==> src/design/binary_lifting_ancestor_table_macros.svh <==
// assertion macros for the binary lifting ancestor table
// no dependencies; included by the modules that carry assertions
`ifndef BINARY_LIFTING_ANCESTOR_TABLE_MACROS_SVH
`define BINARY_LIFTING_ANCESTOR_TABLE_MACROS_SVH
`ifndef NO_ASSERTIONS
`define BLAT_ASSERT(lbl, clk, rstn, prop, msg) \
  lbl: assert property (@(posedge clk) disable iff (!rstn) prop) else $error(msg);
`define BLAT_ASSERT_NEXT(lbl, clk, rstn, ante, cons, msg) \
  lbl: assert property (@(posedge clk) disable iff (!rstn) (ante) |=> (cons)) else $error(msg);
`else
`define BLAT_ASSERT(lbl, clk, rstn, prop, msg)
`define BLAT_ASSERT_NEXT(lbl, clk, rstn, ante, cons, msg)
`endif
`endif

==> src/design/blat_pkg.sv <==
// shared types, codes and constants of the binary lifting ancestor table
// no dependencies; used by blat_store, blat_engine and the top level
`timescale 1ns / 1ps

package blat_pkg;

  localparam int MAX_NODES = 1024;
  localparam int LEVELS    = 10;
  localparam int NodeW     = 10;
  localparam int DepthW    = 10;
  localparam int LvlFieldW = 4;

  typedef logic [NodeW-1:0]     node_t;
  typedef logic [DepthW-1:0]    depth_t;
  typedef logic [LvlFieldW-1:0] lvl_t;

  localparam depth_t DepthMax = depth_t'(1023);

  typedef struct packed {
    logic  present;
    node_t node;
  } anc_entry_t;

  typedef enum logic [1:0] {
    OP_LOAD = 2'd0,
    OP_LCA  = 2'd1,
    OP_KTH  = 2'd2,
    OP_NOP  = 2'd3
  } opcode_e;

  typedef enum logic [4:0] {
    ST_IDLE,
    ST_LD_DEP,
    ST_LD_WR,
    ST_LD_FWD,
    ST_LC_DEP,
    ST_LC_A,
    ST_LC_E,
    ST_LC_D,
    ST_LC_CHK,
    ST_LC_B,
    ST_LC_C,
    ST_LC_F,
    ST_LC_G,
    ST_KT_DEP,
    ST_KT_A,
    ST_KT_B,
    ST_FIN_RD,
    ST_FIN,
    ST_DONE
  } blat_state_e;

  typedef struct packed {
    logic       we;
    node_t      w_node;
    lvl_t       w_lvl;
    anc_entry_t w_data;
    node_t      a_node;
    lvl_t       a_lvl;
    node_t      b_node;
    lvl_t       b_lvl;
  } anc_req_t;

  typedef struct packed {
    anc_entry_t a;
    anc_entry_t b;
  } anc_rsp_t;

  typedef struct packed {
    logic   we;
    node_t  w_node;
    depth_t w_depth;
    node_t  a_node;
    node_t  b_node;
  } dep_req_t;

  typedef struct packed {
    depth_t a;
    depth_t b;
  } dep_rsp_t;

endpackage

==> src/design/blat_engine.sv <==
// sequencer and shared compare/select datapath for load, lca and kth requests
// depends on blat_pkg and the assertion macro header; drives blat_store
`timescale 1ns / 1ps
`include "binary_lifting_ancestor_table_macros.svh"

module blat_engine #(
  parameter int Levels = blat_pkg::LEVELS
) (
  input  logic                     clk_i,
  input  logic                     rst_ni,
  input  logic                     in_valid_i,
  output logic                     in_stall_o,
  input  logic [1:0]               opcode_i,
  input  blat_pkg::node_t          node_i,
  input  blat_pkg::node_t          parent_node_i,
  input  logic                     is_root_i,
  input  blat_pkg::node_t          other_node_i,
  input  logic [9:0]               steps_up_i,
  output logic                     out_valid_o,
  input  logic                     out_stall_i,
  output blat_pkg::node_t          result_node_o,
  output blat_pkg::depth_t         result_depth_o,
  output blat_pkg::anc_req_t       anc_req_o,
  input  blat_pkg::anc_rsp_t       anc_rsp_i,
  output blat_pkg::dep_req_t       dep_req_o,
  input  blat_pkg::dep_rsp_t       dep_rsp_i
);

  localparam int LvlW = (Levels > 1) ? $clog2(Levels) : 1;
  localparam int KW   = (Levels > blat_pkg::DepthW) ? Levels : blat_pkg::DepthW;
  localparam logic [LvlW-1:0] LvlLast = LvlW'(Levels - 1);
  localparam logic [KW-1:0]   KCap    = KW'((1 << Levels) - 1);

  blat_pkg::blat_state_e state_q, state_d;
  blat_pkg::node_t       x_q, x_d, y_q, y_d;
  logic                  root_q, root_d;
  logic [KW-1:0]         k_q, k_d;
  logic [LvlW-1:0]       lvl_q, lvl_d;
  blat_pkg::depth_t      dy_q, dy_d;
  blat_pkg::anc_entry_t  cur_q, cur_d;
  blat_pkg::node_t       res_node_q, res_node_d;
  blat_pkg::depth_t      res_depth_q, res_depth_d;
  logic                  out_valid_q, out_valid_d;
  blat_pkg::node_t       out_node_q, out_node_d;
  blat_pkg::depth_t      out_depth_q, out_depth_d;

  blat_pkg::opcode_e     op_in;
  logic                  accept;
  logic                  out_free;
  logic                  lvl_zero;
  blat_pkg::node_t       y_in;
  blat_pkg::depth_t      load_depth;
  blat_pkg::anc_entry_t  fwd_entry;
  logic [KW-1:0]         k_dep, k_lim1, k_lim2;

  assign op_in    = blat_pkg::opcode_e'(opcode_i);
  assign accept   = in_valid_i && !in_stall_o;
  assign out_free = !out_valid_q || !out_stall_i;
  assign lvl_zero = (lvl_q == '0);
  assign y_in     = (op_in == blat_pkg::OP_LOAD) ? parent_node_i : other_node_i;

  always_comb begin
    if (root_q) begin
      load_depth = '0;
    end else if (dep_rsp_i.b == blat_pkg::DepthMax) begin
      load_depth = blat_pkg::DepthMax;
    end else begin
      load_depth = dep_rsp_i.b + blat_pkg::depth_t'(1);
    end
    // a row entry that points back at the node being loaded sees the fresh write
    fwd_entry = (cur_q.node == x_q) ? cur_q : anc_rsp_i.a;
    k_dep  = KW'(dep_rsp_i.a);
    k_lim1 = (k_q > k_dep) ? k_dep : k_q;
    k_lim2 = (k_lim1 > KCap) ? KCap : k_lim1;
  end

  // next state
  always_comb begin
    state_d = state_q;
    unique case (state_q)
      blat_pkg::ST_IDLE: begin
        if (accept) begin
          unique case (op_in)
            blat_pkg::OP_LOAD: state_d = blat_pkg::ST_LD_DEP;
            blat_pkg::OP_LCA:  state_d = blat_pkg::ST_LC_DEP;
            blat_pkg::OP_KTH:  state_d = blat_pkg::ST_KT_DEP;
            blat_pkg::OP_NOP:  state_d = blat_pkg::ST_FIN;
            default:           state_d = blat_pkg::ST_FIN;
          endcase
        end
      end
      blat_pkg::ST_LD_DEP: state_d = blat_pkg::ST_LD_WR;
      blat_pkg::ST_LD_WR:  state_d = (lvl_q == LvlLast) ? blat_pkg::ST_DONE : blat_pkg::ST_LD_FWD;
      blat_pkg::ST_LD_FWD: state_d = blat_pkg::ST_LD_WR;
      blat_pkg::ST_LC_DEP: state_d = blat_pkg::ST_LC_A;
      blat_pkg::ST_LC_A:   state_d = blat_pkg::ST_LC_E;
      blat_pkg::ST_LC_E:   state_d = blat_pkg::ST_LC_D;
      blat_pkg::ST_LC_D:   state_d = lvl_zero ? blat_pkg::ST_LC_CHK : blat_pkg::ST_LC_A;
      blat_pkg::ST_LC_CHK: state_d = (x_q == y_q) ? blat_pkg::ST_DONE : blat_pkg::ST_LC_B;
      blat_pkg::ST_LC_B:   state_d = blat_pkg::ST_LC_C;
      blat_pkg::ST_LC_C:   state_d = lvl_zero ? blat_pkg::ST_LC_F : blat_pkg::ST_LC_B;
      blat_pkg::ST_LC_F:   state_d = blat_pkg::ST_LC_G;
      blat_pkg::ST_LC_G:   state_d = anc_rsp_i.a.present ? blat_pkg::ST_FIN : blat_pkg::ST_DONE;
      blat_pkg::ST_KT_DEP: state_d = blat_pkg::ST_KT_A;
      blat_pkg::ST_KT_A:   state_d = blat_pkg::ST_KT_B;
      blat_pkg::ST_KT_B:   state_d = lvl_zero ? blat_pkg::ST_FIN_RD : blat_pkg::ST_KT_A;
      blat_pkg::ST_FIN_RD: state_d = blat_pkg::ST_FIN;
      blat_pkg::ST_FIN:    state_d = blat_pkg::ST_DONE;
      blat_pkg::ST_DONE:   state_d = out_free ? blat_pkg::ST_IDLE : blat_pkg::ST_DONE;
      default:             state_d = blat_pkg::ST_IDLE;
    endcase
  end

  // store requests and handshake
  always_comb begin
    in_stall_o       = (state_q != blat_pkg::ST_IDLE);
    anc_req_o.we     = 1'b0;
    anc_req_o.w_node = x_q;
    anc_req_o.w_lvl  = blat_pkg::lvl_t'(lvl_q);
    anc_req_o.w_data = cur_q;
    anc_req_o.a_node = x_q;
    anc_req_o.a_lvl  = blat_pkg::lvl_t'(lvl_q);
    anc_req_o.b_node = y_q;
    anc_req_o.b_lvl  = blat_pkg::lvl_t'(lvl_q);
    dep_req_o.we      = 1'b0;
    dep_req_o.w_node  = x_q;
    dep_req_o.w_depth = load_depth;
    dep_req_o.a_node  = x_q;
    dep_req_o.b_node  = y_q;
    unique case (state_q)
      blat_pkg::ST_IDLE: begin
        dep_req_o.a_node = node_i;
        dep_req_o.b_node = y_in;
      end
      blat_pkg::ST_LD_DEP: dep_req_o.we = 1'b1;
      blat_pkg::ST_LD_WR: begin
        anc_req_o.we     = 1'b1;
        anc_req_o.a_node = cur_q.node;
      end
      blat_pkg::ST_LC_E:   dep_req_o.b_node = anc_rsp_i.a.node;
      blat_pkg::ST_LC_G:   dep_req_o.a_node = anc_rsp_i.a.node;
      default: begin
      end
    endcase
  end

  // datapath registers
  always_comb begin
    x_d         = x_q;
    y_d         = y_q;
    root_d      = root_q;
    k_d         = k_q;
    lvl_d       = lvl_q;
    dy_d        = dy_q;
    cur_d       = cur_q;
    res_node_d  = res_node_q;
    res_depth_d = res_depth_q;
    out_valid_d = out_valid_q && out_stall_i;
    out_node_d  = out_node_q;
    out_depth_d = out_depth_q;
    unique case (state_q)
      blat_pkg::ST_IDLE: begin
        if (accept) begin
          x_d    = node_i;
          y_d    = y_in;
          root_d = is_root_i;
          k_d    = KW'(steps_up_i);
        end
      end
      blat_pkg::ST_LD_DEP: begin
        dy_d  = load_depth;
        cur_d = root_q ? '0 : '{present: 1'b1, node: y_q};
        lvl_d = '0;
      end
      blat_pkg::ST_LD_WR: begin
        res_node_d  = x_q;
        res_depth_d = dy_q;
      end
      blat_pkg::ST_LD_FWD: begin
        cur_d = cur_q.present ? fwd_entry : '0;
        lvl_d = lvl_q + LvlW'(1);
      end
      blat_pkg::ST_LC_DEP: begin
        // deeper node goes to x
        if (dep_rsp_i.a < dep_rsp_i.b) begin
          x_d  = y_q;
          y_d  = x_q;
          dy_d = dep_rsp_i.a;
        end else begin
          dy_d = dep_rsp_i.b;
        end
        lvl_d = LvlLast;
      end
      blat_pkg::ST_LC_E: cur_d = anc_rsp_i.a;
      blat_pkg::ST_LC_D: begin
        if (cur_q.present && (dep_rsp_i.b >= dy_q)) begin
          x_d = cur_q.node;
        end
        if (!lvl_zero) begin
          lvl_d = lvl_q - LvlW'(1);
        end
      end
      blat_pkg::ST_LC_CHK: begin
        res_node_d  = x_q;
        res_depth_d = dy_q;
        lvl_d       = LvlLast;
      end
      blat_pkg::ST_LC_C: begin
        if (anc_rsp_i.a.present && anc_rsp_i.b.present &&
            (anc_rsp_i.a.node != anc_rsp_i.b.node)) begin
          x_d = anc_rsp_i.a.node;
          y_d = anc_rsp_i.b.node;
        end
        if (!lvl_zero) begin
          lvl_d = lvl_q - LvlW'(1);
        end
      end
      blat_pkg::ST_LC_G: begin
        // different trees give node zero at depth zero
        x_d         = anc_rsp_i.a.node;
        res_node_d  = '0;
        res_depth_d = '0;
      end
      blat_pkg::ST_KT_DEP: begin
        k_d   = k_lim2;
        lvl_d = LvlLast;
      end
      blat_pkg::ST_KT_B: begin
        if (k_q[lvl_q] && anc_rsp_i.a.present) begin
          x_d = anc_rsp_i.a.node;
        end
        if (!lvl_zero) begin
          lvl_d = lvl_q - LvlW'(1);
        end
      end
      blat_pkg::ST_FIN: begin
        res_node_d  = x_q;
        res_depth_d = dep_rsp_i.a;
      end
      blat_pkg::ST_DONE: begin
        if (out_free) begin
          out_valid_d = 1'b1;
          out_node_d  = res_node_q;
          out_depth_d = res_depth_q;
        end
      end
      default: begin
      end
    endcase
  end

  always_ff @(posedge clk_i or negedge rst_ni) begin
    if (!rst_ni) begin
      state_q     <= blat_pkg::ST_IDLE;
      out_valid_q <= 1'b0;
      lvl_q       <= '0;
    end else begin
      state_q     <= state_d;
      out_valid_q <= out_valid_d;
      lvl_q       <= lvl_d;
    end
  end

  always_ff @(posedge clk_i) begin
    x_q         <= x_d;
    y_q         <= y_d;
    root_q      <= root_d;
    k_q         <= k_d;
    dy_q        <= dy_d;
    cur_q       <= cur_d;
    res_node_q  <= res_node_d;
    res_depth_q <= res_depth_d;
    out_node_q  <= out_node_d;
    out_depth_q <= out_depth_d;
  end

  assign out_valid_o    = out_valid_q;
  assign result_node_o  = out_node_q;
  assign result_depth_o = out_depth_q;

  `BLAT_ASSERT_NEXT(a_accept_starts, clk_i, rst_ni, accept, state_q != blat_pkg::ST_IDLE, "accepted request did not start")
  `BLAT_ASSERT_NEXT(a_done_pushes, clk_i, rst_ni, state_q == blat_pkg::ST_DONE && out_free, out_valid_q && state_q == blat_pkg::ST_IDLE, "finished result not pushed")
  `BLAT_ASSERT(a_push_from_done, clk_i, rst_ni, $rose(out_valid_q) |-> $past(state_q) == blat_pkg::ST_DONE, "result appeared outside done")
  `BLAT_ASSERT(a_lvl_range, clk_i, rst_ni, lvl_q <= LvlLast, "level counter out of range")

endmodule

==> config.mk <==
export PLATFORM = sky130hd
export DESIGN_NAME = blat_engine
export DESIGN_NICKNAME = d
export VERILOG_FILES = /design/src/design/blat_pkg.sv /design/src/design/blat_engine.sv
export VERILOG_INCLUDE_DIRS = /design/src /design/src/design
export SDC_FILE = /design/constraint.sdc
export NUM_CORES = 1
export LEC_CHECK = 0
export ABC_AREA = 0
export ABC_CLOCK_PERIOD_IN_PS = 2930
export BUFFER_PORTS_ARGS = -buffer_cell sky130_fd_sc_hd__buf_2
export CORE_MARGIN = 1.5
export CORE_UTILIZATION = 53
export DETAILED_ROUTE_END_ITERATION = 6
export GPL_TIMING_DRIVEN = 0
export PLACE_DENSITY = 0.81
export SLEW_MARGIN = 20
export SYNTH_ARGS = -nofsm -noshare
export SYNTH_HDL_FRONTEND = slang
export SYNTH_SLANG_ARGS = --single-unit
==> constraint.sdc <==
create_clock -name clk_i -period 2.93 [get_ports clk_i]
set_input_delay 0.586 -clock clk_i [delete_from_list [all_inputs] [get_ports clk_i]]
set_output_delay 0.586 -clock clk_i [all_outputs]
set_load 0.005 [all_outputs]
After elaboration in Yosys (flattened, before gate mapping)

Cells that the tools add are included.

Flip-flop bits (word level): 102
Bits in latches: 0
Memory bits (writable): 0
ROM bits: 0
Output and inout bits: 117
Word-level logic and storage cells: 135
Memories kept: 0

$add $sub $neg: 3
Multiply operators: 0
Div/mod/pow operators: 0
Magnitude comparators: 5
Equal/unequal tests: 33
Shifts and indexed selects: 0
Muxes and demuxes: 46
Bitwise logic cells: 0
Reduce and logical (&&, ||, !) cells: 34

Operators with widths:

| kind                                                                  | count |
|---|---|
| 10-bit two-way mux                                                    | 16 |
| 10-bit case mux with 2 select lines                                   | 5 |
| 5-bit case mux with 18 select lines                                   | 1 |
| 10-bit case mux with 3 select lines                                   | 2 |
| 10-bit case mux with 6 select lines                                   | 1 |
| 5-bit by 4-bit equality test with 1-bit output, second input constant | 8 |
| 11-bit two-way mux                                                    | 3 |
| 11-bit case mux with 3 select lines                                   | 1 |
| 5-bit two-way mux                                                     | 5 |
| 10-bit equality test                                                  | 2 |
| 5-bit by 3-bit equality test with 1-bit output, second input constant | 4 |
| 5-bit case mux with 4 select lines                                    | 1 |
| 4-bit case mux with 4 select lines                                    | 1 |
| 5-bit equality test, second input constant                            | 3 |
| 2-bit inequality test, second input constant                          | 6 |
| 10-bit by 1-bit adder with 10-bit output, second input constant       | 1 |
| 10-bit equality test, second input constant                           | 1 |
| 5-bit by 2-bit equality test with 1-bit output, second input constant | 2 |
| 10-bit >= comparator                                                  | 1 |
| 10-bit > comparator                                                   | 1 |
| 10-bit > comparator, second input constant                            | 1 |
| 10-bit less-than comparator                                           | 1 |
| 10-bit inequality test                                                | 1 |
| 2-bit AND reduction                                                   | 5 |
| 27 further kinds                                                      | 48 |

Longest topological paths before layout

Gate-level depths: netlist of the first run.

Word-level depth: 5
Mapped depth: 10
Gate-level depth less buffers: 8

Least setup slack after synthesis of the first run

Ideal clock, no wire load.

Path kind: input -> register
From: input port dep_rsp_i[2] in the netlist's numbering
To: register x_q[0], enable pin
Setup time: 0.390 ns
Arrival: 2.719 ns
Data required time: 2.540 ns
Path slack: -0.179 ns
Stages: 8
Path buffers: 1
Cell sequence: buf_2 inv_1 ha_1 a21oi_1 o21ai_1 a211o_1 a221o_1 nor3_1

Longest elaborated chain between the ends: 4
Elaborated cells between the ends (all ways): 6

RTL lines:

| what                                   | RTL line           | text |
|---|---|---|
| start, declared                        | blat_engine.sv:26  | `input blat_pkg::dep_rsp_t dep_rsp_i` |
| 10-bit >= comparator                   | blat_engine.sv:196 | `if (cur_q.present && (dep_rsp_i.b >= dy_q)) begin` |
| 1-bit logical AND                      | blat_engine.sv:196 |  |
| 2-bit inequality test (no source line) | --                 |  |
| 6-bit AND reduction (no source line) * | --                 |  |
| end signal, assigned                   | blat_engine.sv:265 | `x_q <= x_d;` |
| end, declared                          | blat_engine.sv:35  | `blat_pkg::node_t x_q, x_d, y_q, y_d;` |

Every way passes the cells marked *; elsewhere a longest branch is shown, timed or not.
A chain may end at the register's enable or synchronous reset.

==> results.json, run 1 <==
{
  "outcome": "complete, no violations",
  "leakage_nw": 3.90,
  "final_layout_size_suffix_gt1_frac": 0.329,
  "core_um2": 13200,
  "synth_edf_count": 92,
  "cts_setup_buffers": 0,
  "h-tree-depth": 3,
  "cp_max_fo": 10,
  "top_layer": "met4",
  "synth_seq_cells": 102,
  "reg2reg_slack_ns": 0.26,
  "std_cell_rows": 42,
  "max_slew.worst_pin.slew_ns": 1.03,
  "drv_slew": 0,
  "initial_utilization": 0.542,
  "pre_cts_slack_ns": -0.435,
  "root_buffer": "clkbuf_16",
  "finalClockSkew_ns": 0.00943,
  "relSlewSlack": 0.314,
  "multi_input_area_um2": 3720,
  "finish.instance_area_um2": 8770,
  "fmax_ghz": 0.348,
  "regArea_um2": 3010,
  "cts_sinks": 102,
  "port_buffers": 205,
  "grt_overflow": 0,
  "clock_latency_ns": 0.35,
  "cts.clk_slew.worst_paths_ns": 0.07,
  "cp.required_ns": 2.34,
  "dieArea_um2": 14200,
  "synth_common_cells": "edfxtp_1 (92), nand2_1 (73), nor2_1 (50)",
  "r2r_start": "state_q[0]$_DFFE_PN0P_",
  "nets": 1054,
  "cts_buffers": 9,
  "critPathArrivalTime_ns": 2.29,
  "n_antenna_cell": 0,
  "areaGrowthSynthToFinish_pct": 22.3,
  "drt_iter0_markers": 912,
  "gp_congestion": 0.941,
  "power_mw": 8.82,
  "route.detailed.drc": 0,
  "synth_top_flop_cell": "edfxtp_1",
  "cp_cell_sequence": "buf_6 > or3b_1 > nor2_1 > nor2_2 > a221o_1 > buf_2",
  "crit_path_start_kind": "flop",
  "syn_nets": 838,
  "fill_cells": 1106,
  "reg2regPathDepth": 7,
  "place_inst": 1094,
  "hold_path_class": "primary input to asynchronous set/reset pin",
  "setup_ws_ns": 0.0579,
  "firstDrtPassIters": 7,
  "wl_per_cell_um": 19.3,
  "syn_avg_cell_area_um2": 10.1,
  "hold_viol": 0,
  "grt_pass1_wl_um": 32900,
  "ys_seq_area_frac": 0.420,
  "io_pins": 206,
  "yosysUniqueCellTypes": 78,
  "fp.dieW_um": 119,
  "layout.cells.non_filler": 1109,
  "wl_met2_um": 10000,
  "clock_path_buffers": 2,
  "setup_viol": 0,
  "grt_setup_unrepaired": "false",
  "grt_pass1_vias": 6207,
  "worst_r2r_endpoint": "y_q[8]$_DFFE_PP_",
  "wl_met1_um": 8800,
  "viasPerCell": 6.08,
  "endpoint_kind": "output port",
  "async_flop_share": 0.0980,
  "min_period_over_period": 0.980,
  "grt_max_degree": 17,
  "cp_slowest_cell": "or3b_1",
  "place_area_um2": 8440,
  "dpl.hpwl_um": 16400,
  "synth_area_leader_cell": "edfxtp_1",
  "synth_area_um2": 7170,
  "synth_top_cell_area_share": 0.385,
  "route.vias.total": 6746,
  "yosys.cell_count.top_type": "edfxtp_1",
  "dieHeight_um": 119,
  "critical_path_class": "flop to output port",
  "yosysWarnings": 0,
  "route.met3.wl_um": 2190,
  "drtAntennaViolNets": 0,
  "grtUsageTotal": 0.297,
  "drt_wl_total_um": 21400,
  "power_density_nw_per_um2": 1000,
  "max_stage_delay_ns": 0.48,
  "min_period_ns": 2.87,
  "drv_cap": 0,
  "antenna_found_initial": 0,
  "ir_drop_mv": 0.529,
  "cts_tree": "yes",
  "synthCells": 712,
  "synthTopCellsByArea": "edfxtp_1 (39%), ha_1 (6.3%), nand2_1 (3.8%), dfrtp_1 (3.5%), mux2i_1 (3.1%)"
}
## timing repair
item,in CTS,in global routing
hold buffers,0,0
gates resized for setup,4,7
endpoints found under the setup margin,27,21
## where the power goes
part / switching (mW) / internal (mW)
Sequential: 0.659 / 2.43
Clock: 0.532 / 0.679
Combinational: 2.50 / 2.02
Total: 3.69 / 5.12
## critical path: cells and delay by family, from the launching register on
kind	cells	cell delay, ns
and+or+nand+nor	3	0.93
DFF	1	0.39
AOI/OAI and AO/OA	1	0.34
buffers and inverters	2	0.27
## worst max path at each step
stage	startpoint	endpoint	slack, ns	cells past startpoint
floorplan	dep_rsp_i[2]	x_q[0]$_DFFE_PP_	0.11	8
global placement	dep_rsp_i[2]	x_q[0]$_DFFE_PP_	-0.36	9
detailed placement	dep_rsp_i[2]	x_q[5]$_DFFE_PP_	-0.43	9
CTS	state_q[0]$_DFFE_PN0P_	dep_req_o[3]	0.08	6
global route	state_q[0]$_DFFE_PN0P_	dep_req_o[3]	0.005	6
finish	state_q[0]$_DFFE_PN0P_	dep_req_o[3]	0.06	6
## cell usage in the layout, fill, tap and decap left out, types with 12 or more instances in the layout
master | synthesis | layout
buf_2 | 18 | 222
edfxtp_1 | 92 | 92
nand2_1 | 73 | 73
nor2_1 | 50 | 46
inv_1 | 40 | 40
ha_1 | 36 | 36
a21oi_1 | 33 | 32
xnor2_1 | 25 | 25
nand3_1 | 23 | 23
mux2i_1 | 22 | 22
o21ai_0 | 22 | 22
buf_4 | 21 | 21
a22o_1 | 21 | 21
a22oi_1 | 21 | 21
a31oi_1 | 15 | 15
xor2_1 | 13 | 13
a221o_1 | 12 | 12
## state kept, by name, summed over array words and instances, names as in the netlist
register / cells
anc_req_o: 11
dy_q: 10
k_q: 10
lvl_q: 4
out_valid_o: 1
res_depth_q: 10
res_node_q: 10
result_depth_o: 10
result_node_o: 10
root_q: 1
state_q: 5
x_q: 10
y_q: 10
## kinds of logic (layout without fill, tap and decap cells)
logic type	count (synthesis)	after routing	share of synthesized area
DFF	102	102	0.420
buffers and inverters	91	312	0.0659
adders and majority gates	37	37	0.0656
muxes	35	35	0.0558
AOI/OAI and AO/OA	187	187	0.194
and+or+nand+nor	222	222	0.152
xor gates and xnor gates	38	38	0.0464
## metal layers
metal / vias up / track usage
met2: 436 / 0.465
li1: 3105 / -
met3: 39 / 0.0536
met5: - / 0
met1: 3166 / 0.420
met4: 0 / 0.100
## layout make-up
| class | count | area share |
|---|---|---|
| multi-input combinational | 519 | 0.424 |
| sequential | 102 | 0.344 |
| timing repair buffer | 206 | 0.118 |
| buffer | 48 | 0.0359 |
| clock buffer | 13 | 0.0321 |
| tap | 176 | 0.0251 |
| inverter | 42 | 0.0183 |
| clock inverter | 3 | 0.00271 |
## through the flow
step                 util  hold WS [ns]  setup TNS [ns]
CTS                 0.661        0.0980               0
global placement    0.636         0.401          -12.15
detailed placement  0.637         0.405           -8.08
global route        0.663         0.102               0
finish              0.663        0.0933               0
floorplan               -         0.290               0
(Power assumes the default switching activity.)
==> run 2, diff against run 1 <==
--- a/config.mk
+++ b/config.mk
@@ -9,7 +9,7 @@
 export ABC_AREA = 0
 export ABC_CLOCK_PERIOD_IN_PS = 2930
 export BUFFER_PORTS_ARGS = -buffer_cell sky130_fd_sc_hd__buf_2
-export CORE_MARGIN = 1.5
+export CORE_ASPECT_RATIO = 1.5
 export CORE_UTILIZATION = 53
 export DETAILED_ROUTE_END_ITERATION = 6
 export GPL_TIMING_DRIVEN = 0
==> run 2 against run 1 <==
Against the previous run: cell area about the same; power grew 0.75%; sequential share of layout area is essentially flat; critical path depth grew 2; largest cell class unchanged; first-iteration DRC count fell by 32%; non-clock buffer count unchanged; flip-flop and latch count did not move; core utilization is 0.75 points higher.
==> results.json, run 2 (synthesis results as in run 1) <==
{
  "outcome": "complete, no violations",
  "root_buffer": "clkbuf_16",
  "fill_cells": 1100,
  "port_buffers": 205,
  "reg2regPathDepth": 5,
  "clock_path_buffers": 2,
  "h-tree-depth": 3,
  "multi_input_area_um2": 3750,
  "cts_buffers": 9,
  "route.vias.total": 6872,
  "dieArea_um2": 14000,
  "power_mw": 8.88,
  "grt_max_degree": 21,
  "hold_path_class": "primary input to asynchronous set/reset pin",
  "min_period_ns": 2.84,
  "wl_per_cell_um": 20.7,
  "grtUsageTotal": 0.318,
  "place_inst": 1076,
  "hold_viol": 0,
  "dpl.hpwl_um": 17500,
  "fmax_ghz": 0.352,
  "drv_slew": 0,
  "drt_wl_total_um": 22600,
  "core_um2": 13100,
  "drtAntennaViolNets": 0,
  "setup_viol": 0,
  "worst_r2r_endpoint": "anc_req_o[34]$_DFFE_PP_",
  "min_period_over_period": 0.970,
  "grt_overflow": 0,
  "final_cell_mix": "buf_2 (223), edfxtp_1 (92), nand2_1 (72)",
  "ir_drop_mv": 0.533,
  "fin_hold_ws_ns": 0.0806,
  "max_slew.worst_pin.slew_ns": 1.08,
  "power_density_nw_per_um2": 1010,
  "initial_utilization": 0.548,
  "cts_tree": "yes",
  "finalClockSkew_ns": 0.0125,
  "viasPerCell": 6.29,
  "r2r_start": "x_q[6]$_DFFE_PP_",
  "clock_latency_ns": 0.36,
  "grt_setup_unrepaired": "false",
  "route.detailed.drc": 0,
  "cp_max_fo": 10,
  "layout.cells.non_filler": 1092,
  "antenna_found_initial": 0,
  "n_antenna_cell": 0,
  "final_layout_size_suffix_gt1_frac": 0.331,
  "grt_pass1_wl_um": 34500,
  "cts_hold_buf": 0,
  "std_cell_rows": 51,
  "regArea_um2": 3010,
  "critPathArrivalTime_ns": 2.25,
  "dieHeight_um": 144,
  "fp.dieW_um": 97.0,
  "crit_path_start_kind": "flop",
  "place_area_um2": 8410,
  "cp.required_ns": 2.34,
  "mostFrequentLayoutCell": "buf_2",
  "areaGrowthSynthToFinish_pct": 22.2,
  "gp_congestion": 0.979,
  "largest_reg_flops": 11,
  "drv_cap": 0,
  "cts.clk_slew.worst_paths_ns": 0.08,
  "critical_path_class": "flop to output port",
  "cts_sinks": 102,
  "grt_pass1_vias": 6576,
  "finish.instance_area_um2": 8770,
  "io_pins": 206,
  "relSlewSlack": 0.280,
  "drt_iter0_markers": 616,
  "endpoint_kind": "output port",
  "firstDrtPassIters": 6,
  "nets": 1054,
  "reg2reg_slack_ns": 0.33,
  "leakage_nw": 3.89
}
==> run 2: cell count changes in the layout (fill, tap and decap cells not counted), sizes merged <==
cell	previous run	this run
clkbuf	19	14
buf	248	250
clkinvlp	0	2
clkinv	2	3
==> run 2: final cells by class <==
class,count,area share
Clock buffer,10,0.0261
Clock inverter,6,0.00628
Sequential cell,102,0.344
Timing Repair Buffer,206,0.119
Tap cell,159,0.0227
Multi-Input combinational cell,519,0.427
Inverter,42,0.0186
Buffer,48,0.0360
==> run 2: worst max path at each step <==
| stage | cells after the start | start | to |
|---|---|---|---|
| 2_1_floorplan | 8 | dep_rsp_i[2] | x_q[0]$_DFFE_PP_ |
| 3_3_place_gp | 9 | dep_rsp_i[2] | x_q[5]$_DFFE_PP_ |
| 3_5_place_dp | 9 | dep_rsp_i[2] | x_q[5]$_DFFE_PP_ |
| 4_1_cts | 7 | state_q[0]$_DFFE_PN0P_ | anc_req_o[18] |
| 5_1_grt | 7 | state_q[0]$_DFFE_PN0P_ | anc_req_o[18] |
| 6_report | 8 | state_q[1]$_DFFE_PN0P_ | dep_req_o[0] |
==> run 2: timing repair <==
| action | in CTS | in global routing |
|---|---|---|
| pin swaps | 0 | 1 |
| endpoints found under the hold margin | 0 | 0 |
| setup buffers | 0 | 1 |
| endpoints found under the setup margin | 43 | 38 |
| gates resized for setup | 9 | 5 |
==> run 2: where the power goes <==
part	total (mW)	leakage, nW	switching (mW)	internal [mW]
Clock	1.17	0.133	0.573	0.592
Sequential	3.03	0.989	0.607	2.42
Combinational	4.69	2.77	2.61	2.07
Total	8.88	3.89	3.79	5.09
==> run 2: through the flow <==
step	utilization	setup TNS [ns]	setup WS [ns]
finish	0.670	0	0.0892
global route	0.670	0	0.0150
CTS	0.667	0	0.0472
detailed placement	0.643	-10.41	-0.507
global placement	0.642	-16.39	-0.452
floorplan	-	0	0.107
==> run 2: per-layer routing <==
layer	wire, um	up-vias	track usage
li1	-	3109	-
met1	8120	3262	0.357
met3	2020	76	0.0701
met5	0	-	0
met2	11500	425	0.566
met4	929	0	0.163
==> run 2: critical path: stages, from the launching register on <==
cell,delay (ns)
dfrtp_1,0.39
or3_1,0.36
buf_2,0.18
nor2_4,0.20
inv_2,0.10
buf_2,0.22
nor2_1,0.19
a221o_1,0.15
buf_2,0.11
==> run 3, diff against run 2 <==
--- a/config.mk
+++ b/config.mk
@@ -7,7 +7,7 @@
 export NUM_CORES = 1
 export LEC_CHECK = 0
 export ABC_AREA = 0
-export ABC_CLOCK_PERIOD_IN_PS = 2930
+export ABC_CLOCK_PERIOD_IN_PS = 3000
 export BUFFER_PORTS_ARGS = -buffer_cell sky130_fd_sc_hd__buf_2
 export CORE_ASPECT_RATIO = 1.5
 export CORE_UTILIZATION = 53
==> constraint.sdc (replaced) <==
create_clock -name clk_i -period 3 [get_ports clk_i]
set_input_delay 0.6 -clock clk_i [delete_from_list [all_inputs] [get_ports clk_i]]
set_output_delay 0.6 -clock clk_i [all_outputs]
set_load 0.005 [all_outputs]
==> run 3 against run 2 <==
Against the previous run: the flow now finishes with violations (DRC); sequential share of layout area grew 0.098 points; final cell count hardly changed; wire length fell by 0.35%; combinational power is 4% lower; flip-flop and latch count unchanged; sequential power is 2% lower; critical path type unchanged; critical endpoint is now anc_req_o[18]; largest cell class unchanged.
==> results.json, run 3 (synthesis results as in run 1) <==
{
  "outcome": "complete, but fails checks",
  "violations": "DRC",
  "route.vias.total": 6840,
  "drv_slew": 0,
  "cp.required_ns": 2.40,
  "grt_setup_unrepaired": "false",
  "grt_max_degree": 21,
  "leakage_nw": 3.88,
  "pre_cts_slack_ns": -0.451,
  "dpl.hpwl_um": 17500,
  "largest_reg_flops": 11,
  "finalSetupTns_ns": 0,
  "max_slew.worst_pin.slew_ns": 1.08,
  "root_buffer": "clkbuf_16",
  "power_density_nw_per_um2": 985,
  "grt_pass1_vias": 6573,
  "antenna_found_initial": 0,
  "setup_ws_ns": 0.116,
  "drv_cap": 0,
  "critPathArrivalTime_ns": 2.28,
  "drtAntennaViolNets": 0,
  "io_pins": 206,
  "wl_per_cell_um": 20.6,
  "min_period_ns": 2.88,
  "initial_utilization": 0.548,
  "power_switching_mw": 3.69,
  "dieArea_um2": 14000,
  "power.share.combinational": 0.523,
  "min_period_over_period": 0.961,
  "drt_iter0_markers": 632,
  "grt_pass1_wl_um": 34500,
  "h-tree-depth": 3,
  "cts_hold_buf": 0,
  "n_antenna_cell": 0,
  "grtUsageTotal": 0.318,
  "critical_path_class": "flop to output port",
  "port_buffers": 205,
  "std_cell_rows": 51,
  "power.share.switching": 0.428,
  "finalClockSkew_ns": 0.0118,
  "dieHeight_um": 144,
  "core_um2": 13100,
  "viasPerCell": 6.27,
  "clock_latency_ns": 0.36,
  "drt_wl_total_um": 22500,
  "areaGrowthSynthToFinish_pct": 21.9,
  "final_cell_mix": "buf_2 (222), edfxtp_1 (92), nand2_1 (73)",
  "cts_tree": "yes",
  "crit_path_start_kind": "flop",
  "setup_viol": 0,
  "pwr-share-seq": 0.344,
  "fin_hold_ws_ns": 0.0984,
  "nets": 1053,
  "p_int_mw": 4.92,
  "final_core_util": 0.668,
  "ir_drop_mv": 0.524,
  "power_mw": 8.61,
  "gp_congestion": 0.979,
  "clkPwrFrac": 0.133,
  "fmax_ghz": 0.347,
  "hold_viol": 0,
  "grt_overflow": 0,
  "firstDrtPassIters": 7,
  "cp_max_fo": 10,
  "reg2reg_slack_ns": 0.42,
  "fp.dieW_um": 97.0,
  "cts_buffers": 9,
  "cts_setup_buffers": 0,
  "final_layout_size_suffix_gt1_frac": 0.329,
  "clock_path_buffers": 2,
  "relSlewSlack": 0.283,
  "endpoint_kind": "output port",
  "cts_sinks": 102,
  "hold_path_class": "primary input to asynchronous set/reset pin",
  "cts.clk_slew.worst_paths_ns": 0.08,
  "mostFrequentLayoutCell": "buf_2",
  "route.detailed.drc": 2
}
run 3: changes by cell type in the layout (fill, tap and decap cells not counted), sizes merged:
cell	change
clkbuf	+1
clkinv	-1
buf	-2
inv	+1
run 3: what timing repair did:
action | CTS | global route
hold endpoints to repair | 0 | 0
gates resized for setup | 4 | 8
gates cloned | 0 | 0
setup endpoints to repair | 30 | 29
run 3: area by class of cell:
type / count / area [um^2]
clock inverters: 6 / 55.1
multi-input cells: 519 / 3740
well taps: 159 / 199
fillers: 1105 / 4340
flip-flops and latches: 102 / 3010
plain buffers: 48 / 315
repair buffers: 205 / 1030
inverters: 42 / 160
clock buffers: 10 / 229
run 3: layer usage:
layer,vias to the layer above,GRT usage,share of wire
met5,-,0,0
met4,0,0.160,0.044
met3,82,0.0677,0.083
met2,390,0.567,0.51
met1,3263,0.359,0.37
li1,3105,-,-
run 3: worst paths after layout:
path                                           from                           to  cells after the start
setup / recovery             state_q[0]$_DFFE_PN0P_                anc_req_o[18]                      7
hold / removal                               rst_ni         lvl_q[3]$_DFFE_PN0P_                      1
setup reg to reg             state_q[1]$_DFFE_PN0P_             x_q[4]$_DFFE_PP_                      7
hold reg to reg            res_depth_q[5]$_DFFE_PP_  result_depth_o[5]$_DFFE_PP_                      0
max in group asynchronous                    rst_ni       state_q[0]$_DFFE_PN0P_                      1
min in group clk_i         res_depth_q[5]$_DFFE_PP_  result_depth_o[5]$_DFFE_PP_                      0
run 3: power by group through the flow:
| stage | Sequential (mW) | Clock [mW] | Combinational (mW) |
|---|---|---|---|
| CTS | 2.95 | 1.14 | 4.43 |
| global route | 3.03 | 1.20 | 4.85 |
| floorplan | 2.80 | 0 | 2.81 |
| finish | 2.96 | 1.14 | 4.50 |
| detailed placement | 2.98 | 0 | 4.38 |
| global placement | 2.96 | 0 | 4.31 |
run 3: worst max-delay path: stages, from the launching register on:
cell     delay, ns
dfrtp_1       0.39
buf_6         0.15
buf_2         0.20
nor3b_2       0.26
nand2_1       0.23
inv_4         0.21
mux2_2        0.36
buf_2         0.13
run 3: per-stage QoR:
step	area, um^2	cells
floorplan	7180	712
global placement	8400	1076
detailed placement	8410	1076
CTS	8710	1091
global route	8740	1091
finish	8740	1091
